===== src/well512_random_generator_macros.svh =====
// Assertion macros shared by the well512 generator RTL.
// No dependencies; define NO_ASSERTIONS to compile them out.
`ifndef WELL512_RANDOM_GENERATOR_MACROS_SVH
`define WELL512_RANDOM_GENERATOR_MACROS_SVH

`ifndef NO_ASSERTIONS

`define W512_ASSERT_IMP(label, clk, rst_n, ante, cons) \
  label: assert property (@(posedge clk) disable iff (!rst_n) (ante) |-> (cons)) \
    else $error("w512 assertion failed");

`define W512_ASSERT_NXT(label, clk, rst_n, ante, cons) \
  label: assert property (@(posedge clk) disable iff (!rst_n) (ante) |=> (cons)) \
    else $error("w512 assertion failed");

`else

`define W512_ASSERT_IMP(label, clk, rst_n, ante, cons)

`define W512_ASSERT_NXT(label, clk, rst_n, ante, cons)

`endif

`endif


===== src/w512_pkg.sv =====
// Package for the well512 generator: constants, types and mixing helpers.
// No dependencies.
`default_nettype none

package w512_pkg;

  localparam int unsigned POOL_DEPTH = 16;
  localparam int unsigned IDX_W      = $clog2(POOL_DEPTH);

  typedef logic [31:0]      word_t;
  typedef logic [IDX_W-1:0] idx_t;

  localparam word_t SEED_MULT   = 32'd1812433253;
  localparam word_t TEMPER_MASK = 32'hDA44_2D24;

  localparam idx_t OFF_M1 = idx_t'(13);
  localparam idx_t OFF_M2 = idx_t'(9);
  localparam idx_t OFF_PREV = idx_t'(15);

  localparam logic OP_GENERATE = 1'b0;
  localparam logic OP_RESEED   = 1'b1;

  function automatic word_t mix_first(input word_t a, input word_t c);
    mix_first = a ^ c ^ (a << 16) ^ (c << 15);
  endfunction

endpackage

`default_nettype wire


===== src/w512_mix.sv =====
// Second half of one WELL512a step: new word at the index and the output word.
// Depends on w512_pkg.
`default_nettype none

module w512_mix (
  input  w512_pkg::word_t b_i,
  input  w512_pkg::word_t m2_i,
  input  w512_pkg::word_t prev_i,
  output w512_pkg::word_t new_k_o,
  output w512_pkg::word_t new_prev_o
);
  import w512_pkg::*;

  word_t c;
  word_t a;
  word_t d;

  always_comb begin
    c          = m2_i ^ (m2_i >> 11);
    a          = b_i ^ c;
    d          = a ^ ((a << 5) & TEMPER_MASK);
    new_k_o    = a;
    new_prev_o = prev_i ^ b_i ^ d ^ (prev_i << 2) ^ (b_i << 18) ^ (c << 28);
  end

endmodule

`default_nettype wire


===== src/well512_random_generator.sv =====
// Top level of the WELL512a generator: pool memory, sequencer and seeding.
// Depends on w512_pkg, w512_mix and well512_random_generator_macros.svh.
`default_nettype none
`include "well512_random_generator_macros.svh"

// A transaction is taken when start is high and busy is low. A generate
// transaction keeps busy high through states RD2, WR1 and WR2: the 16-word
// pool sits in one memory with two registered read ports and one write port,
// so the four reads are issued in IDLE and RD2 and the two write-backs in
// WR1 and WR2, the first write overlapping the second read's use. Its word
// is on out_random_word for exactly one cycle with out_valid high, in WR2,
// the last busy cycle; the receiver cannot stall it. A reseed transaction
// writes word 0 at the accepting edge and then keeps busy high in state
// SEED while it writes pool words 1 to 15, one pool word per cycle through
// the seeding multiplier, and gives no result. Generate only after a reseed.
module well512_random_generator (
  input  logic                 clk,
  input  logic                 rst_n,
  input  logic                 start,
  output logic                 busy,
  input  logic                 in_operation,
  input  w512_pkg::word_t      in_seed_value,
  output logic                 out_valid,
  output w512_pkg::word_t      out_random_word
);
  import w512_pkg::*;

  typedef enum logic [2:0] {
    ST_IDLE,
    ST_RD2,
    ST_WR1,
    ST_WR2,
    ST_SEED
  } state_t;

  state_t state_r, state_nxt;
  idx_t   idx_r, idx_nxt;
  idx_t   cnt_r, cnt_nxt;
  word_t  seed_r, seed_nxt;
  word_t  b_r, b_nxt;
  word_t  wprev_r, wprev_nxt;
  logic   out_valid_r, out_valid_nxt;
  word_t  out_word_r, out_word_nxt;

  word_t  pool_mem [POOL_DEPTH];
  word_t  rd0_r, rd1_r;
  idx_t   raddr0, raddr1, waddr;
  word_t  wdata;
  logic   we;

  word_t  new_k, new_prev, seed_prod;
  logic   accept;

  assign accept    = start && (state_r == ST_IDLE);
  assign seed_prod = SEED_MULT * (seed_r ^ (seed_r >> 30));

  w512_mix u_mix (
    .b_i       (b_r),
    .m2_i      (rd0_r),
    .prev_i    (rd1_r),
    .new_k_o   (new_k),
    .new_prev_o(new_prev)
  );

  always_comb begin
    state_nxt     = state_r;
    idx_nxt       = idx_r;
    cnt_nxt       = cnt_r;
    seed_nxt      = seed_r;
    b_nxt         = b_r;
    wprev_nxt     = wprev_r;
    out_valid_nxt = 1'b0;
    out_word_nxt  = out_word_r;
    raddr0        = idx_r;
    raddr1        = idx_t'(idx_r + OFF_M1);
    we            = 1'b0;
    waddr         = idx_r;
    wdata         = new_k;
    unique case (state_r)
      ST_IDLE: begin
        if (accept) begin
          if (in_operation == OP_RESEED) begin
            we        = 1'b1;
            waddr     = '0;
            wdata     = in_seed_value;
            seed_nxt  = in_seed_value;
            cnt_nxt   = idx_t'(1);
            state_nxt = ST_SEED;
          end else begin
            state_nxt = ST_RD2;
          end
        end
      end
      ST_RD2: begin
        b_nxt     = mix_first(rd0_r, rd1_r);
        raddr0    = idx_t'(idx_r + OFF_M2);
        raddr1    = idx_t'(idx_r + OFF_PREV);
        state_nxt = ST_WR1;
      end
      ST_WR1: begin
        we            = 1'b1;
        waddr         = idx_r;
        wdata         = new_k;
        wprev_nxt     = new_prev;
        out_word_nxt  = new_prev;
        out_valid_nxt = 1'b1;
        state_nxt     = ST_WR2;
      end
      ST_WR2: begin
        we        = 1'b1;
        waddr     = idx_t'(idx_r + OFF_PREV);
        wdata     = wprev_r;
        idx_nxt   = idx_t'(idx_r + OFF_PREV);
        state_nxt = ST_IDLE;
      end
      ST_SEED: begin
        we        = 1'b1;
        waddr     = cnt_r;
        wdata     = seed_prod + word_t'(cnt_r);
        seed_nxt  = seed_prod + word_t'(cnt_r);
        cnt_nxt   = idx_t'(cnt_r + idx_t'(1));
        if (cnt_r == idx_t'(POOL_DEPTH - 1)) begin
          state_nxt = ST_IDLE;
        end
      end
      default: begin
        state_nxt = ST_IDLE;
      end
    endcase
  end

  always_ff @(posedge clk) begin
    if (!rst_n) begin
      state_r     <= ST_IDLE;
      idx_r       <= '0;
      cnt_r       <= '0;
      out_valid_r <= 1'b0;
    end else begin
      state_r     <= state_nxt;
      idx_r       <= idx_nxt;
      cnt_r       <= cnt_nxt;
      out_valid_r <= out_valid_nxt;
    end
    seed_r     <= seed_nxt;
    b_r        <= b_nxt;
    wprev_r    <= wprev_nxt;
    out_word_r <= out_word_nxt;
  end

  always_ff @(posedge clk) begin
    if (we) begin
      pool_mem[waddr] <= wdata;
    end
    rd0_r <= pool_mem[raddr0];
    rd1_r <= pool_mem[raddr1];
  end

  assign busy            = (state_r != ST_IDLE);
  assign out_valid       = out_valid_r;
  assign out_random_word = out_word_r;

  `W512_ASSERT_IMP(a_strobe_busy, clk, rst_n, out_valid, busy)
  `W512_ASSERT_NXT(a_strobe_single, clk, rst_n, out_valid, !out_valid)
  `W512_ASSERT_NXT(a_gen_goes_busy, clk, rst_n,
                   start && !busy && (in_operation == OP_GENERATE), busy && !out_valid)
  `W512_ASSERT_NXT(a_seed_ends, clk, rst_n,
                   (state_r == ST_SEED) && (cnt_r == idx_t'(POOL_DEPTH - 1)), !busy)
  `W512_ASSERT_NXT(a_idx_steady_seed, clk, rst_n, state_r == ST_SEED, $stable(idx_r))

endmodule

`default_nettype wire


===== config.mk =====
export PLATFORM = sky130hd
export DESIGN_NAME = well512_random_generator
export DESIGN_NICKNAME = d
export VERILOG_FILES = /design/src/w512_pkg.sv /design/src/w512_mix.sv /design/src/well512_random_generator.sv
export VERILOG_INCLUDE_DIRS = /design/src /design/src/src
export SDC_FILE = /design/constraint.sdc
export NUM_CORES = 2
export LEC_CHECK = 0
export BUFFER_PORTS_ARGS = -buffer_cell sky130_fd_sc_hd__buf_2
export CAP_MARGIN = 10
export CORE_MARGIN = 5
export CORE_UTILIZATION = 30
export DETAILED_ROUTE_END_ITERATION = 12
export PLACE_DENSITY_LB_ADDON = 0.12
export SKIP_LAST_GASP = 1
export SLEW_MARGIN = 0
export SYNTH_ARGS = -nofsm -noshare
export SYNTH_HDL_FRONTEND = slang
export SYNTH_SLANG_ARGS = --single-unit
export TNS_END_PERCENT = 50

===== constraint.sdc =====
create_clock -name clk -period 9.9 [get_ports clk]
set_clock_uncertainty 0.2 [all_clocks]
set_input_delay 1.485 -clock clk [delete_from_list [all_inputs] [get_ports clk]]
set_output_delay 1.485 -clock clk [all_outputs]
set_load 0.01 [all_outputs]

==> flow_summary.json <==
{
  "maxSlewViolCount": 0,
  "cpMaxStageDelayCell": "o21ai_1",
  "post_cts_buffers": 0,
  "rows": 133,
  "hold_viol": 0,
  "core_area_sq_mm": 0.131,
  "wl_per_cell_um": 29.8,
  "die_h_um": 372,
  "synth_nets": 2952,
  "grt_max_degree": 111,
  "min_path_cells": 1,
  "hold_path_end": "b_r[0]",
  "dpl.hpwl_mm": 89.2,
  "ys_seq_area_share_pct": 50.2,
  "fill_cells": 12700,
  "cp.arrival_ns": 8.01,
  "maxCapViolCount": 0,
  "synth_cell_types": 72,
  "hp-start": "rd0_r[0]",
  "path_buf_inv": 4,
  "status": "finished, final reports clean",
  "crit_path_frequent_cell": "fa_1",
  "fin_crit_ns": 7.92,
  "overflow": 0,
  "ff2ff_setup_slack_ns": 1.98,
  "routed_wl_mm": 134,
  "ant_nets": 0,
  "fmax_ghz": 0.126,
  "die_w_um": 372,
  "syn_inst": 2550,
  "postSynthAreaPerCell_sq_um": 15.5,
  "drc": 0,
  "setup_violations": 0,
  "min_path_type": "reg2reg",
  "setup_tns_ns": 0,
  "insertion_delay_ns": 0.67,
  "crit_fanout": 16,
  "slew_headroom_pct": 18.0,
  "grt_antenna_before_repair": 8,
  "worst_r2r_path_depth": 20,
  "drtIter0Drc": 2075,
  "cts_resized": 0,
  "cts_root_buf": "clkbuf_16",
  "whs_ns": 0.440,
  "cp_top_family": "adder cells",
  "synth_flop_cell": "edfxtp_1",
  "cts-hold-fix-buffers": 0,
  "worstMarginPinSlew_ns": 1.23,
  "htreeDepth": 3,
  "crit_chain": "ha_1, ha_1, fa_1, inv_1, fa_1, inv_1, fa_1, fa_1, fa_1, inv_1, fa_1, inv_1, ha_1, a21o_1, a21o_1, a2111oi_2, nor3_1, a311oi_1, xnor2_1, o21ai_1",
  "grt_pass1_wl_mm": 189,
  "grt_usage_pct": 19.3,
  "startpoint_type": "register",
  "clockBufferDepth": 3,
  "regToRegStartpoint": "seed_r[12]",
  "drive_above_1_share_pct": 21.2,
  "area_growth_pct": 13.8,
  "io_buffer_count": 69,
  "routed-via-count": 23300,
  "rsz0062_at_grt": "false",
  "layout.nets": 3058,
  "die_area_sq_mm": 0.139,
  "async_flop_share_pct": 0,
  "crit_required_ns": 9.99,
  "reg2reg_to": "pool_mem[10][31]",
  "cp_slowest_stage_delay_ns": 0.90,
  "num_io_pins": 70,
  "ys_seq_elements": 684,
  "gp_congestion": 0.909,
  "cts_tree": "done",
  "cts.clk_slew.worst_paths_ns": 0.06,
  "layout_worst_path_cycle_share_pct": 80.0,
  "end_kind": "register",
  "worstSetupPathType": "reg2reg",
  "netlist_area_sq_mm": 0.0394,
  "grt_pass1_vias": 25000,
  "synth_edf_count": 608,
  "start_util_pct": 30.1,
  "cts_buffers": 81,
  "drt_first_pass_iters": 6,
  "yosysWarnings": 0,
  "clock_sinks": 684,
  "via_per_inst": 5.19
}
[logic make-up after synthesis]
logic type	count (synthesis)	share of synthesized area, %
DFF	684	50.2
muxes	394	19.2
xor gates and xnor gates	254	5.68
and+or+nand+nor	274	3.16
AOI/OAI and AO/OA	216	3.70
adders and majority gates	367	14.5
buffers and inverters	361	3.67
[synth_stat cells, types with 14 or more instances]
library cell / n / area, sq um
mux2i_1: 103 / 1030
nand3_1: 17 / 85.1
fa_1: 148 / 2960
clkbuf_1: 63 / 236
xor2_1: 75 / 657
nor3_1: 17 / 85.1
xnor2_1: 177 / 1550
dfxtp_1: 76 / 1520
buf_2: 14 / 70.1
nor2_1: 82 / 308
edfxtp_1: 608 / 18300
ha_1: 218 / 2730
nand2_1: 102 / 383
a21oi_1: 39 / 195
buf_1: 14 / 52.6
mux4_2: 288 / 6490
o21ai_0: 55 / 275
inv_1: 253 / 950
[state kept, by name, summed over array words and instances, names as in the netlist]
signal / count
rd0_r: 32
b_r: 32
seed_r: 32
rd1_r: 32
cnt_r: 4
out_valid: 1
out_random_word: 32
state_r: 3
idx_r: 4
pool_mem: 512
[per-layer routing]
metal	track usage, %	vias up	part of all wire (%)
met1	26.9	12500	44
met5	0	-	0.0082
met2	30.7	733	46
met3	3.75	193	5.9
li1	-	9855	-
met4	5.70	2	3.2
[layout make-up]
cell class	count	area, sq um	share of cell area, %
multi-input combinational	1505	18400	41.0
clock inverter	28	354	0.789
tap	1755	2200	4.90
clock buffer	124	2310	5.15
timing repair buffer	129	837	1.87
sequential	684	19800	44.1
inverter	255	961	2.14
antenna	2	5.00	0.0112
[per-stage QoR]
step           instance area, sq um  worst slack [ns]  util, %  cells
4_1_cts                       44800              1.73     34.2   4479
6_report                      44900              1.98     34.3   4482
3_5_place_dp                  42200              1.78     32.2   4327
2_1_floorplan                 39400              2.68        -   2550
5_1_grt                       44900              1.58     34.2   4480
3_3_place_gp                  42200              1.95     32.2   4327
[how the worst max path moves through the flow]
stage                                  end  cells after the start        from  slack (ns)
after floorplan            pool_mem[0][23]                     21  seed_r[12]        2.68
after global placement    pool_mem[15][25]                     20  seed_r[12]        1.95
after detailed placement  pool_mem[13][25]                     20  seed_r[12]        1.78
after CTS                  pool_mem[1][25]                     20  seed_r[12]        1.73
after global routing       pool_mem[2][27]                     23  seed_r[31]        1.58
final                     pool_mem[10][31]                     20  seed_r[12]        1.98
[placed cells by master (no fill, tap or decap), drive strengths merged, types with 39 or more instances in the layout]
cell type / instances
fa: 148
mux4: 288
ha: 218
a21oi: 39
edfxtp: 608
dfxtp: 76
clkbuf: 124
o21ai: 56
mux2i: 103
inv: 255
buf: 129
xnor2: 179
xor2: 75
nand2: 102
nor2: 82
Power is left out: the tool's default activity adds up to more than one toggle a clock period on the data nets, which glitch-free logic cannot reach.
